===== src/b128dd_pkg.sv =====
`default_nettype none

package b128dd_pkg;

    // Decimal register and field widths
    localparam int NUM_DIGITS     = 39;
    localparam int BCD_BITS       = NUM_DIGITS * 4;
    localparam int HALF_BITS      = 64;
    localparam int SIZE_BITS      = 8;
    localparam int COUNT_BITS     = 6;
    localparam int STEPS_PER_STG  = 8;
    localparam int DEF_INPUT_BITS = 128;
    localparam int MAX_INPUT_BITS = 2 * HALF_BITS;

    // Stream widths: value_low, value_high, buffer_size in; bcd, counts out
    localparam int IN_TDATA_BITS  = 2 * HALF_BITS + SIZE_BITS;
    localparam int OUT_TDATA_BITS = BCD_BITS + 2 * COUNT_BITS;

    // One double dabble step: double every digit, the new bit enters the units digit.
    // A digit of five or more is corrected by three and carries into the next digit.
    function automatic logic [BCD_BITS-1:0] dabble_step(
        input logic [BCD_BITS-1:0] bcd,
        input logic                bit_in
    );
        logic [BCD_BITS-1:0] res;
        logic                carry;
        logic [3:0]          adj;
        res   = '0;
        carry = bit_in;
        for (int k = 0; k < NUM_DIGITS; k++) begin
            adj = (bcd[4*k +: 4] >= 4'd5) ? bcd[4*k +: 4] + 4'd3 : bcd[4*k +: 4];
            res[4*k +: 4] = {adj[2:0], carry};
            carry = adj[3];
        end
        return res;
    endfunction

endpackage

`default_nettype wire


===== src/b128dd_stage.sv =====
`default_nettype none

module b128dd_stage (
    input  wire logic                              clk,
    input  wire logic                              rst_n,
    input  wire logic                              en,
    input  wire logic                              in_vld,
    input  wire logic [b128dd_pkg::STEPS_PER_STG-1:0] in_chunk,
    input  wire logic [b128dd_pkg::BCD_BITS-1:0]   in_bcd,
    input  wire logic [b128dd_pkg::SIZE_BITS-1:0]  in_size,
    output logic                                   out_vld,
    output logic [b128dd_pkg::BCD_BITS-1:0]        out_bcd,
    output logic [b128dd_pkg::SIZE_BITS-1:0]       out_size
);

    logic                                vld_reg;
    logic [b128dd_pkg::BCD_BITS-1:0]     bcd_reg;
    logic [b128dd_pkg::BCD_BITS-1:0]     bcd_next;
    logic [b128dd_pkg::SIZE_BITS-1:0]    size_reg;

    // Shift in this stage's bits, most significant first
    always_comb
    begin
        bcd_next = in_bcd;
        for (int i = 0; i < b128dd_pkg::STEPS_PER_STG; i++)
        begin
            bcd_next = b128dd_pkg::dabble_step(bcd_next,
                                               in_chunk[b128dd_pkg::STEPS_PER_STG-1-i]);
        end
    end

    // Advance valid bit
    always_ff @(posedge clk or negedge rst_n)
    begin
        if (!rst_n)
        begin
            vld_reg <= 1'b0;
        end
        else if (en)
        begin
            vld_reg <= in_vld;
        end
    end

    // Advance payload
    always_ff @(posedge clk)
    begin
        if (en)
        begin
            bcd_reg  <= bcd_next;
            size_reg <= in_size;
        end
    end

    assign out_vld  = vld_reg;
    assign out_bcd  = bcd_reg;
    assign out_size = size_reg;

endmodule

`default_nettype wire


===== config.mk =====
export PLATFORM = sky130hd
export DESIGN_NAME = b128dd_stage
export DESIGN_NICKNAME = d
export VERILOG_FILES = /design/src/b128dd_pkg.sv /design/src/b128dd_stage.sv
export SDC_FILE = /design/constraint.sdc
export NUM_CORES = 2
export LEC_CHECK = 0
export ABC_AREA = 1
export BUFFER_PORTS_ARGS = -buffer_cell sky130_fd_sc_hd__buf_2
export CORE_UTILIZATION = 57
export DETAILED_ROUTE_END_ITERATION = 12
export GPL_TIMING_DRIVEN = 0
export PLACE_DENSITY = 0.86
export SETUP_SLACK_MARGIN = 0.1
export SLEW_MARGIN = 20
export SYNTH_ARGS = -nofsm -noshare
export SYNTH_HDL_FRONTEND = slang
export SYNTH_SLANG_ARGS = --single-unit

===== constraint.sdc =====
create_clock -name clk -period 0.8 [get_ports clk]
set_input_delay 0.04 -clock clk [delete_from_list [all_inputs] [get_ports clk]]
set_output_delay 0.04 -clock clk [all_outputs]
set_load 0.01 [all_outputs]

==> results.sh, run 1 <==
export IMPL_status="did not finish"
export IMPL_haltStage="global routing (5_1_grt)"
export IMPL_firstError="[ERROR DPL-0038] Utilization greater than 100%, impossible to legalize"
export IMPL_yosys_warnings=0
export IMPL_ys_seq_area_frac=0.131
export IMPL_hpwl_um=77300
export IMPL_avgSynthCellArea_um2=6.00
export IMPL_start_util=0.577
export IMPL_die_w_um=260
export IMPL_die_h_um=260
export IMPL_row_count=94
export IMPL_grt_max_degree=99
export IMPL_cts_made_buffers=17
export IMPL_ys_top_cells_by_count="nand2_1, inv_1, nand3_1"
export IMPL_synth_top_area_share=0.223
export IMPL_syn_area_mm2=0.0379
export IMPL_clock_path_buffers=2
export IMPL_clkSinkCount=165
export IMPL_worstEndpointType="register input"
export IMPL_synth_seq_cells=165
export IMPL_synth_edf_count=164
export IMPL_port_buffers=340
export IMPL_async_flop_share=0.00606
export IMPL_yosysTopAreaCell="nand2_1"
export IMPL_grt_repair_worst_endpoint="out_bcd[154]$_DFFE_PP_/D"
export IMPL_synth_area_leaders="nand2_1, edfxtp_1, inv_1, nand3_1, ha_1"
export IMPL_yosysMostFrequentCell="nand2_1"
export IMPL_io_pins=341
export IMPL_root_buffer="clkbuf_16"
export IMPL_synthDistinctLibCells=42
export IMPL_synthFlopType="edfxtp_1"
export IMPL_htreeDepth=4
export IMPL_gp_congestion=0.909
export IMPL_synth_nets=6780
export IMPL_netlist_instances=6321
## stage by stage
| step | hold WS, ns | utilization | area, um2 | cells | setup slack, ns |
|---|---|---|---|---|---|
| after CTS | -0.0142 | 0.888 | 58400 | 8188 | -3.77 |
| after detailed placement | -0.181 | 0.719 | 47300 | 7526 | -4.91 |
| after global placement | -0.186 | 0.718 | 47200 | 7525 | -4.68 |
| after floorplan | -0.256 | - | 44400 | 6321 | -4.08 |
## logic make-up after synthesis
group                      count (synthesis)  share of synthesized area
and+or+nand+nor                         4247                      0.558
buffers and inverters                   1117                      0.111
AOI/OAI and AO/OA                        404                     0.0768
adders and majority gates                283                     0.0934
DFF                                      165                      0.131
xor gates and xnor gates                 103                     0.0300
muxes                                      2                   0.000561
## timing repair
item                                   in CTS
resized for setup                        1300
hold buffers                               13
setup buffers                             618
endpoints found under the hold margin      25
pin swaps                                 761
setup endpoints to repair                 418
==> run 2, diff against run 1 <==
CORE_UTILIZATION = 40   (was 57)
PLACE_DENSITY = unset   (was 0.86)
PLACE_DENSITY_LB_ADDON = 0.15   (was unset)
SETUP_SLACK_MARGIN = unset   (was 0.1)
clock period = 1 ns   (was 0.8 ns; I/O delays follow)
==> run 2 against run 1 <==
Net effect:
- the flow now finishes, with violations (hold timing, setup timing)
- synthesized area stayed put
- synthesized cell count unchanged
==> results.sh, run 2 <==
export IMPL_port_buffers=340
export IMPL_rsz0062_at_grt="true"
export IMPL_drv_cap=0
export IMPL_area_growth_pct=73.8
export IMPL_grt_pass1_vias=41800
export IMPL_gp_congestion=0.844
export IMPL_clkSinkCount=165
export IMPL_fillers=7186
export IMPL_fin_crit_ns=4.82
export IMPL_synth_seq_cells=165
export IMPL_critical_path_max_stage_delay_ns=0.23
export IMPL_die_h_um=310
export IMPL_tightest_slew_ns=0.621
export IMPL_setup_slack_ns=-3.82
export IMPL_synthDistinctLibCells=42
export IMPL_yosys_warnings=0
export IMPL_htreeDepth=4
export IMPL_clock_path_buffers=2
export IMPL_postRouteAntennaNets=0
export IMPL_clk_latency_ns=0.53
export IMPL_hp_class="in2reg"
export IMPL_path_clk_slew_ns=0.08
export IMPL_largest_reg_flops=156
export IMPL_mostFrequentLayoutCells="nand2_1, buf_4, nand2_2, inv_1, nand2_4"
export IMPL_dp_slack_ns=-4.63
export IMPL_drc=0
export IMPL_fin_crit_sh=4.82
export IMPL_startpoint="in_bcd[153]"
export IMPL_grt_pass1_wl_um=179000
export IMPL_status="complete, but fails checks"
export IMPL_skew_ns=0
export IMPL_synth_edf_count=164
export IMPL_yosysMostFrequentCell="nand2_1"
export IMPL_layout_drive_gt1_share=0.589
export IMPL_startpoint_type="input pin"
export IMPL_core_area_mm2=0.0936
export IMPL_ys_top_cells_by_count="nand2_1, inv_1, nand3_1"
export IMPL_hpwl_um=76900
export IMPL_holdWs_ns=-0.0995
export IMPL_synth_area_leaders="nand2_1, edfxtp_1, inv_1, nand3_1, ha_1"
export IMPL_crit_path_top_delay_cell="or2_4"
export IMPL_violations="hold timing, setup timing"
export IMPL_crit_required_ns=1.28
export IMPL_cts_tree="done"
export IMPL_synthFlopType="edfxtp_1"
export IMPL_grt_max_degree=75
export IMPL_critPathKind="in2reg"
export IMPL_netlist_instances=6321
export IMPL_crit_buf_inv=12
export IMPL_die_w_um=310
export IMPL_crit_arrival_ns=5.10
export IMPL_setup_viol=320
export IMPL_antenna_found_initial=15
export IMPL_holdBufCountCts=13
export IMPL_max_freq_ghz=0.208
export IMPL_syn_area_mm2=0.0379
export IMPL_async_flop_share=0.00606
export IMPL_worstHoldStart="en"
export IMPL_routed_via_density=5.09
export IMPL_avgSynthCellArea_um2=6.00
export IMPL_vias=45100
export IMPL_final_max_slew_viol_count=0
export IMPL_hold_viol_final=35
export IMPL_crit_path_max_fanout=3
export IMPL_routed_wirelength_um=119000
export IMPL_die_area_mm2=0.0960
export IMPL_drtIter0Drc=1847
export IMPL_slew_headroom=0.586
export IMPL_globalRoute_totalOverflow=0
export IMPL_drt_first_pass_iters=5
export IMPL_start_util=0.405
export IMPL_ys_seq_area_frac=0.131
export IMPL_multi_input_area_mm2=0.0440
export IMPL_root_buffer="clkbuf_16"
export IMPL_yosysTopAreaCell="nand2_1"
export IMPL_cts_made_buffers=17
export IMPL_wl_per_cell_um=13.4
export IMPL_final_common_cell="nand2_1"
export IMPL_crit_family="simple AND/OR/NAND/NOR gates"
export IMPL_fin_nets=8053
export IMPL_synth_nets=6780
export IMPL_crit_path_frequent_cell="nand2_2"
export IMPL_row_count=112
export IMPL_place_inst=7917
export IMPL_synth_top_area_share=0.223
export IMPL_track_usage=0.218
export IMPL_critPathCaptureType="flip-flop"
export IMPL_io_pins=341
export IMPL_instances_no_fill=8868
export IMPL_crit_reg2reg_launch="out_vld"
export IMPL_register_area_mm2=0.00495
-- run 2: cell counts after synthesis --
No cell type changed its count.
-- run 2: cell type report --
cell class	count	area share
well taps	1254	0.0238
clock inverters	14	0.00308
multi-input cells	5039	0.668
flip-flops and latches	165	0.0751
inverters	1117	0.0754
repair buffers	1254	0.148
diodes	7	0.000266
clock buffers	18	0.00652
-- run 2: worst paths after layout --
check / cells past startpoint / slack [ns] / endpoint
worst max-delay path: 57 / -3.82 / out_bcd[154]
max in group asynchronous: 3 / 0.51 / out_vld
worst min register to register: 1 / 0.51 / out_vld
min in group asynchronous: 3 / 0.38 / out_vld
worst max register to register: 1 / 0.26 / out_vld
worst min-delay path: 1 / -0.1 / out_bcd[144]
-- run 2: cells by family after synthesis --
| family | Yosys count | synth area share |
|---|---|---|
| xor gates and xnor gates | 103 | 0.0300 |
| AOI/OAI and AO/OA | 404 | 0.0768 |
| DFF | 165 | 0.131 |
| buffers and inverters | 1117 | 0.111 |
| adders and majority gates | 283 | 0.0934 |
| muxes | 2 | 0.000561 |
| and+or+nand+nor | 4247 | 0.558 |
-- run 2: metrics by stage --
| stage | util | setup TNS [ns] | area [um2] |
|---|---|---|---|
| final | 0.704 | -485.26 | 65900 |
| after global routing | 0.704 | -531.24 | 65900 |
| after CTS | 0.625 | -467.32 | 58500 |
| after detailed placement | 0.510 | -595.86 | 47800 |
| after global placement | 0.510 | -993.88 | 47700 |
| after floorplan | - | -478.99 | 44400 |
-- run 2: routing by layer --
metal,vias up,wire length (um),part of all wire,GRT usage
met3,191,3420,0.029,0.0306
met2,554,65300,0.55,0.422
met1,21100,46900,0.39,0.241
li1,23200,-,-,-
met4,12,3310,0.028,0.0711
met5,-,73,0.00061,0
-- run 2: repair_timing --
| action | in CTS | in global routing |
|---|---|---|
| resized for setup | 1308 | 1136 |
| endpoints found under the setup margin | 320 | 320 |
| hold endpoints to repair | 48 | 35 |
| pin swaps | 706 | 787 |
| buffers inserted | 571 | 335 |
| gates cloned | 0 | 0 |
Power of run 2 is left out: the tool's default activity adds up to more than one toggle a clock period on the data nets, which glitch-free logic cannot reach.
