<file path="src/b128dd_pkg.sv">
`default_nettype none

package b128dd_pkg;

    // Decimal register and field widths
    localparam int NUM_DIGITS     = 39;
    localparam int BCD_BITS       = NUM_DIGITS * 4;
    localparam int HALF_BITS      = 64;
    localparam int SIZE_BITS      = 8;
    localparam int COUNT_BITS     = 6;
    localparam int STEPS_PER_STG  = 8;
    localparam int DEF_INPUT_BITS = 128;
    localparam int MAX_INPUT_BITS = 2 * HALF_BITS;

    // Stream widths: value_low, value_high, buffer_size in; bcd, counts out
    localparam int IN_TDATA_BITS  = 2 * HALF_BITS + SIZE_BITS;
    localparam int OUT_TDATA_BITS = BCD_BITS + 2 * COUNT_BITS;

    // One double dabble step: double every digit, the new bit enters the units digit.
    // A digit of five or more is corrected by three and carries into the next digit.
    function automatic logic [BCD_BITS-1:0] dabble_step(
        input logic [BCD_BITS-1:0] bcd,
        input logic                bit_in
    );
        logic [BCD_BITS-1:0] res;
        logic                carry;
        logic [3:0]          adj;
        res   = '0;
        carry = bit_in;
        for (int k = 0; k < NUM_DIGITS; k++) begin
            adj = (bcd[4*k +: 4] >= 4'd5) ? bcd[4*k +: 4] + 4'd3 : bcd[4*k +: 4];
            res[4*k +: 4] = {adj[2:0], carry};
            carry = adj[3];
        end
        return res;
    endfunction

endpackage

`default_nettype wire

</file>
<file path="src/b128dd_count.sv">
`default_nettype none

module b128dd_count (
    input  wire logic                              clk,
    input  wire logic                              rst_n,
    input  wire logic                              en,
    input  wire logic                              in_vld,
    input  wire logic [b128dd_pkg::BCD_BITS-1:0]   in_bcd,
    input  wire logic [b128dd_pkg::SIZE_BITS-1:0]  in_size,
    output logic                                   out_vld,
    output logic [b128dd_pkg::BCD_BITS-1:0]        out_bcd,
    output logic [b128dd_pkg::COUNT_BITS-1:0]      out_digits,
    output logic [b128dd_pkg::COUNT_BITS-1:0]      out_copied
);

    logic                                 c_vld_reg;
    logic [b128dd_pkg::BCD_BITS-1:0]      c_bcd_reg;
    logic [b128dd_pkg::COUNT_BITS-1:0]    c_cnt_reg;
    logic [b128dd_pkg::COUNT_BITS-1:0]    c_cnt_next;
    logic [b128dd_pkg::SIZE_BITS-1:0]     c_size_reg;

    logic                                 o_vld_reg;
    logic [b128dd_pkg::BCD_BITS-1:0]      o_bcd_reg;
    logic [b128dd_pkg::COUNT_BITS-1:0]    o_cnt_reg;
    logic [b128dd_pkg::COUNT_BITS-1:0]    o_copy_reg;
    logic [b128dd_pkg::COUNT_BITS-1:0]    o_copy_next;
    logic [b128dd_pkg::SIZE_BITS-1:0]     room;

    // Find highest nonzero digit; zero keeps one digit
    always_comb
    begin
        c_cnt_next = b128dd_pkg::COUNT_BITS'(1);
        for (int k = 0; k < b128dd_pkg::NUM_DIGITS; k++)
        begin
            if (in_bcd[4*k +: 4] != 4'd0)
            begin
                c_cnt_next = b128dd_pkg::COUNT_BITS'(k + 1);
            end
        end
    end

    // Clip to buffer room, one place kept for the terminator
    always_comb
    begin
        room = c_size_reg - b128dd_pkg::SIZE_BITS'(1);
        if (c_size_reg == '0)
        begin
            o_copy_next = '0;
        end
        else if ({2'b00, c_cnt_reg} < room)
        begin
            o_copy_next = c_cnt_reg;
        end
        else
        begin
            o_copy_next = room[b128dd_pkg::COUNT_BITS-1:0];
        end
    end

    // Advance valid bits
    always_ff @(posedge clk or negedge rst_n)
    begin
        if (!rst_n)
        begin
            c_vld_reg <= 1'b0;
            o_vld_reg <= 1'b0;
        end
        else if (en)
        begin
            c_vld_reg <= in_vld;
            o_vld_reg <= c_vld_reg;
        end
    end

    // Advance payload
    always_ff @(posedge clk)
    begin
        if (en)
        begin
            c_bcd_reg  <= in_bcd;
            c_cnt_reg  <= c_cnt_next;
            c_size_reg <= in_size;
            o_bcd_reg  <= c_bcd_reg;
            o_cnt_reg  <= c_cnt_reg;
            o_copy_reg <= o_copy_next;
        end
    end

    assign out_vld    = o_vld_reg;
    assign out_bcd    = o_bcd_reg;
    assign out_digits = o_cnt_reg;
    assign out_copied = o_copy_reg;

endmodule

`default_nettype wire

</file>
<file path="config.mk">
export PLATFORM = sky130hd
export DESIGN_NAME = b128dd_count
export DESIGN_NICKNAME = d
export VERILOG_FILES = /design/src/b128dd_pkg.sv /design/src/b128dd_count.sv
export SDC_FILE = /design/constraint.sdc
export NUM_CORES = 1
export LEC_CHECK = 0
export ABC_AREA = 1
export BUFFER_PORTS_ARGS = -buffer_cell sky130_fd_sc_hd__buf_2
export CAP_MARGIN = 20
export CORE_UTILIZATION = 46
export CTS_CLUSTER_SIZE = 14
export DETAILED_ROUTE_END_ITERATION = 8
export PLACE_DENSITY = 0.72
export SYNTH_ARGS = -nofsm -noshare
export SYNTH_HDL_FRONTEND = slang
export SYNTH_SLANG_ARGS = --single-unit
export TNS_END_PERCENT = 5
</file>
<file path="constraint.sdc">
create_clock -name clk -period 2.19 [get_ports clk]
set_input_delay 0.1095 -clock clk [delete_from_list [all_inputs] [get_ports clk]]
set_output_delay 0.1095 -clock clk [all_outputs]
set_load 0.01 [all_outputs]
</file>
==> metrics.yaml, run 1 <==
final-hold-violation-count: 0
required_ps: 2440
drv_cap: 0
cts_tree: "done"
arrival_ps: 2530
setup_tns_ps: -191
worst_pin_slew_ps: 703
antenna_found_initial: 1
drtPass1Iterations: 5
endpoint_kind: "flop"
cts.sinks: 340
filler_cell_count: 1520
avgSynthCellArea_um2: 21.8
clk_pin_slew_ps: 60
rsz0062_at_grt: "yes"
numCtsBuffers: 35
vias: 6971
synth.yosys.seq_area_share: 0.886
register_area_um2: 10200
cp-start-kind: "input port"
fp.dieW_um: 160
finalClockSkew_ps: 10.9
core.rowCount: 57
setup_slack_ps: -90.7
synth_warnings: 0
clockBufferDepth: 3
pre_cts_ws_ps: -546
cts_root_buf: "clkbuf_16"
drv_slew: 0
fin_crit_sh: 1.04
path_delay_family: "simple AND/OR/NAND/NOR gates"
final_nets: 1294
postRouteAntennaNets: 0
netlist_area_um2: 11500
hp-start: "in_bcd[133]"
dp_cells: 1231
worst_path_most_repeated_cell: "nand2_1"
grt_pass1_wl_um: 41300
grt_max_degree: 81
worstHoldPathType: "in -> reg"
grt_pass1_vias: 7465
dieArea_um2: 25700
crit_type: "in -> reg"
layout_commonest_cell: "edfxtp_1"
critPathBufInv: 2
avgViaCountPerCell: 4.75
multi_input_area_um2: 1320
powerDensity_nw_per_um2: 876
outcome: "complete, but fails checks"
grt.total_usage: 0.215
worstReg2RegStart: "c_size_reg[2]"
min_to: "c_cnt_reg[1]"
crit_slowest_cell: "nor2_4"
critical-path-max-stage-delay_ps: 120
gp_congestion: 0.816
fmax_ghz: 0.438
synth.distinct_cells: 28
route.detailed.drc: 0
finalNonFillerCells: 1469
syn-num-nets: 704
design.core.area_um2: 24500
start_util: 0.471
grt_remaining_overflow: 0
dpl.hpwl_um: 17300
wl_per_cell_um: 18.6
syn2layout_area_growth_pct: 47.3
htreeDepth: 2
min_period_ps: 2280
clk-insertion-delay-late_ps: 510
synthCells: 529
dieHeight_um: 160
ff2ff_path_depth: 12
drtIter0Drc: 387
vdd_drop_max_v: 0.000844
hold_path_depth: 5
violations: "setup timing"
io_pins: 337
wl_um: 27400
finalSetupViolCount: 8
final_cell_mix: "338 x edfxtp_1, 330 x buf_2, 168 x dlygate4sd3_1"
regToRegSetupSlack_ps: -20
drive_gt1_frac: 0.423
portBuffers: 336
cp_max_fo: 2
leakage_nw: 6.57
relSlewSlack: 0.527
r2r_end: "out_copied[1]"
synth-seq-cells: 340
## worst reg2reg max path: cells and delay by family, from the launching register on
kind / cells / cell delay (ps)
AO/OA/AOI/OAI: 4 / 480
AND/OR/NAND/NOR: 5 / 460
flip-flops: 1 / 410
adder cells (fa/ha/maj): 1 / 300
XOR/XNOR: 1 / 170
buffers and inverters: 1 / 150
## how the worst max path moves through the flow
stage	startpoint	end	slack, ps	cells past startpoint
3_3_place_gp	in_bcd[11]	c_cnt_reg[0]	-480	41
2_1_floorplan	in_bcd[11]	c_cnt_reg[0]	-40	40
5_1_grt	in_bcd[11]	c_cnt_reg[0]	-450	41
4_1_cts	in_bcd[9]	c_cnt_reg[0]	-10	41
3_5_place_dp	in_bcd[11]	c_cnt_reg[0]	-550	41
6_report	in_bcd[11]	c_cnt_reg[0]	-90	41
## report_power, final
| group | leakage (nW) | switching (mW) | internal (mW) | total (mW) |
|---|---|---|---|---|
| Combinational | 2.68 | 0.624 | 0.579 | 1.20 |
| Sequential | 3.33 | 0.134 | 7.71 | 7.85 |
| Clock | 0.554 | 2.38 | 3.42 | 5.81 |
## logic make-up after synthesis
family,synth area share
flip-flops,0.886
AND/OR/NAND/NOR,0.0834
AO/OA/AOI/OAI,0.0139
buffers and inverters,0.00456
adder cells (fa/ha/maj),0.00761
XOR/XNOR,0.00456
## metal layers
layer	track usage	wire length, um	share of wire
met3	0.0405	1530	0.056
met4	0.103	1150	0.042
met5	0	0	0
met2	0.393	14600	0.53
met1	0.240	10100	0.37
## metrics by stage
| step | util | power (mW) | instance area [um^2] | hold WS (ps) |
|---|---|---|---|---|
| 2_1_floorplan | - | 8.18 | 11500 | -186 |
| 3_3_place_gp | 0.572 | 8.85 | 14000 | -104 |
| 3_5_place_dp | 0.572 | 8.89 | 14000 | -103 |
| 4_1_cts | 0.691 | 14.9 | 16900 | 129 |
| 5_1_grt | 0.693 | 15.3 | 17000 | 193 |
| 6_report | 0.693 | 14.9 | 17000 | 155 |
## Yosys cell counts
master,n,area [um^2]
xor2_1,4,35.0
dfrtp_1,2,50.1
nor4_4,19,404
nand2_1,63,236
nor3_1,2,10.0
a31oi_1,1,6.26
nor3b_2,1,12.5
o21ai_0,1,5.00
a21boi_1,1,7.51
a21oi_1,7,35.0
o21ai_1,3,15.0
o311ai_1,1,8.76
inv_2,2,7.51
a211oi_1,7,52.6
nand3_1,3,15.0
o31ai_1,1,7.51
o21bai_1,2,15.0
clkbuf_1,1,3.75
nor4_2,7,87.6
nor4_1,11,68.8
edfxtp_1,338,10100
nor2_1,28,105
ha_1,7,87.6
and2_2,1,7.51
a21o_1,1,7.51
and2_1,2,12.5
xnor2_1,2,17.5
inv_1,11,41.3
## area by class of cell
| cell class | count | area share |
|---|---|---|
| Antenna cell | 1 | 0.000148 |
| Inverter | 13 | 0.00317 |
| Sequential cell | 340 | 0.601 |
| Clock buffer | 38 | 0.0523 |
| Multi-Input combinational cell | 175 | 0.0777 |
| Clock inverter | 24 | 0.0138 |
| Timing Repair Buffer | 554 | 0.228 |
| Tap cell | 324 | 0.0239 |
## timing repair
| item | CTS | global route |
|---|---|---|
| pin swaps | 8 | 9 |
| hold buffers | 168 | 0 |
| hold endpoints to repair | 204 | 0 |
| resized for setup | 12 | 13 |
| endpoints found under the setup margin | 7 | 8 |
| buffers inserted | 6 | 1 |
Power figures use the tool's default switching activity.
==> run 2: changes to the inputs <==
--- a/config.mk
+++ b/config.mk
@@ -7,4 +7,5 @@
 export LEC_CHECK = 0
 export ABC_AREA = 1
+export ABC_CLOCK_PERIOD_IN_PS = 2190
 export BUFFER_PORTS_ARGS = -buffer_cell sky130_fd_sc_hd__buf_2
 export CAP_MARGIN = 20
==> constraint.sdc (replaced) <==
create_clock -name clk -period 2.19 [get_ports clk]
set_input_delay 0.438 -clock clk [delete_from_list [all_inputs] [get_ports clk]]
set_output_delay 0.438 -clock clk [all_outputs]
set_load 0.01 [all_outputs]
==> run 2 against run 1 <==
The run still ends with setup timing left. Critical path type unchanged. Register-to-register slack got worse by 30 ps. Sequential power barely moved. Clock skew fell by 0.55 ps. Flip-flop and latch count did not move. Setup slack got worse by 290 ps. Critical endpoint unchanged.
==> metrics.yaml, run 2 (same netlist as run 1, synthesis figures left out) <==
cts.sinks: 340  # unchanged
io_pins: 337  # unchanged
regToRegSetupSlack_ps: -50  # -30 ps
p_seq_frac: 0.547  # +0.019
wl_per_cell_um: 18.4  # -1.5%
core.rowCount: 57  # unchanged
syn2layout_area_growth_pct: 33.6
worst_path_most_repeated_cell: "nand2_1"
register_area_um2: 10200  # unchanged
outcome: "complete, but fails checks"
dieHeight_um: 160  # unchanged
grt_remaining_overflow: 0  # unchanged
arrival_ps: 2820  # +290 ps
route.detailed.drc: 0  # unchanged
vdd_drop_max_v: 0.000909  # +7.7%
p_sw_frac: 0.204  # -0.00759
clock_power_share: 0.385  # -0.006
power_frac_comb: 0.067  # -0.014
drive_gt1_frac: 0.493  # +0.0698
avgViaCountPerCell: 4.82  # +1.6%
required_ps: 2440  # about the same
drv_cap: 0  # unchanged
htreeDepth: 2  # unchanged
start_util: 0.471  # unchanged
internal-power_mw: 11.4  # -2.7%
clockBufferDepth: 3  # unchanged
violations: "setup timing"
antenna_found_initial: 7  # +6
drv_slew: 0  # unchanged
final_cell_mix: "338 x edfxtp_1, 330 x buf_2, 61 x nand2_1"
worstReg2RegStart: "c_size_reg[0]"
endpoint_kind: "flop"
finalNonFillerCells: 1315  # -10%
worst_pin_slew_ps: 447  # -256 ps
clk-insertion-delay-late_ps: 500  # about the same
dpl.hpwl_um: 18000  # +4.0%
clk_pin_slew_ps: 60  # about the same
filler_cell_count: 1728  # +14%
layout_commonest_cell: "edfxtp_1"
cts_root_buf: "clkbuf_16"
cts_tree: "done"
critical-path-max-stage-delay_ps: 220  # +100 ps
vias: 6337  # -9.1%
rsz0062_at_grt: "yes"
postRouteAntennaNets: 0  # unchanged
min_period_ps: 2570  # +292 ps
numCtsBuffers: 34  # -2.9%
dieArea_um2: 25700  # unchanged
fp.dieW_um: 160  # unchanged
crit_slowest_cell: "nor3b_4"
powerDensity_nw_per_um2: 931  # +6.2%
grt_pass1_wl_um: 36100  # -13%
wl_um: 24100  # -12%
finalSetupViolCount: 7  # -1
drtIter0Drc: 351  # -9.3%
gp_congestion: 0.841  # +3.2%
cp_max_fo: 2  # unchanged
worstHoldPathType: "in -> reg"
setup_slack_ps: -383  # -292 ps
p_switching_mw: 2.92  # -7.1%
grt_pass1_vias: 6417  # -14%
portBuffers: 336  # unchanged
multi_input_area_um2: 1310  # -0.76%
design.core.area_um2: 24500  # unchanged
fin_crit_sh: 1.17  # +0.133
fmax_ghz: 0.389  # -11%
final_nets: 1139  # -12%
cp-start-kind: "input port"
drtPass1Iterations: 4  # -1
leakage_nw: 5.91  # -10%
relSlewSlack: 0.700  # +0.172
grt_max_degree: 80  # -1.2%
crit_type: "in -> reg"
hold_path_depth: 1  # -4
r2r_end: "out_copied[3]"
dp_cells: 1242  # +0.89%
final_util: 0.629  # -0.0645
ff2ff_path_depth: 13  # +1
grt.total_usage: 0.189  # -0.0262
final-hold-violation-count: 0  # unchanged
min_to: "c_bcd_reg[8]"
finalClockSkew_ps: 10.3  # -0.547 ps
hp-start: "in_bcd[8]"
## run 2: changes by cell type in the layout (fill, tap and decap cells not counted), sizes merged
cell,change
buf,+13
bufinv,-2
clkbuf,+5
clkinv,-6
diode,+6
dlygate4sd3,-167
inv,-3
## run 2: what timing repair did
item | CTS | global route
pin swaps | 9 | 9
setup endpoints to repair | 7 | 8
hold endpoints to repair | 2 | 0
setup buffers | 7 | 2
resized for setup | 16 | 7
hold buffers | 1 | 0
## run 2: cell type report
class                      count  share of cell area
sequential                   340               0.663
multi-input combinational    175              0.0850
clock buffer                  43              0.0617
tap                          324              0.0264
inverter                      13             0.00415
timing repair buffer         400               0.151
clock inverter                13             0.00724
antenna                        7             0.00114
## run 2: power groups by stage
| stage | registers [mW] | logic, mW | clock network [mW] |
|---|---|---|---|
| after CTS | 7.84 | 0.963 | 5.63 |
| after global placement | 7.95 | 0.922 | 0 |
| after floorplan | 8.07 | 0.112 | 0 |
| after global routing | 7.88 | 1.03 | 5.89 |
| final | 7.84 | 0.963 | 5.52 |
| after detailed placement | 7.98 | 0.939 | 0 |
## run 2: stage by stage
step | hold slack (ps) | setup WS (ps) | power, mW | TNS (ps) | area (um^2)
floorplan | 142 | -360 | 8.18 | -664 | 11500
global placement | 223 | -783 | 8.87 | -1220 | 14100
detailed placement | 226 | -832 | 8.92 | -1480 | 14100
CTS | 94.9 | -311 | 14.4 | -645 | 15300
global route | 95.4 | -775 | 14.8 | -2360 | 15400
finish | 118 | -383 | 14.3 | -696 | 15400
## run 2: critical path, delay by kind of cell
kind                   cells  cell delay [ps]
AND/OR/NAND/NOR           37             2290
buffers and inverters      1              100
## run 2: worst max path at each step
stage | from | slack [ps] | endpoint | cells past startpoint
2_1_floorplan | in_bcd[17] | -360 | c_cnt_reg[0] | 37
3_3_place_gp | in_bcd[11] | -780 | c_cnt_reg[0] | 41
3_5_place_dp | in_bcd[17] | -830 | c_cnt_reg[0] | 38
4_1_cts | in_bcd[9] | -310 | c_cnt_reg[0] | 41
5_1_grt | in_bcd[16] | -780 | c_cnt_reg[0] | 38
6_report | in_bcd[16] | -380 | c_cnt_reg[0] | 38
## run 2: per-layer routing
metal	up-vias	track usage	wire length [um]
met2	248	0.323	12400
met5	-	0	0
met3	57	0.0481	1600
met4	0	0.0887	864
met1	3068	0.224	9320
li1	2964	-	-
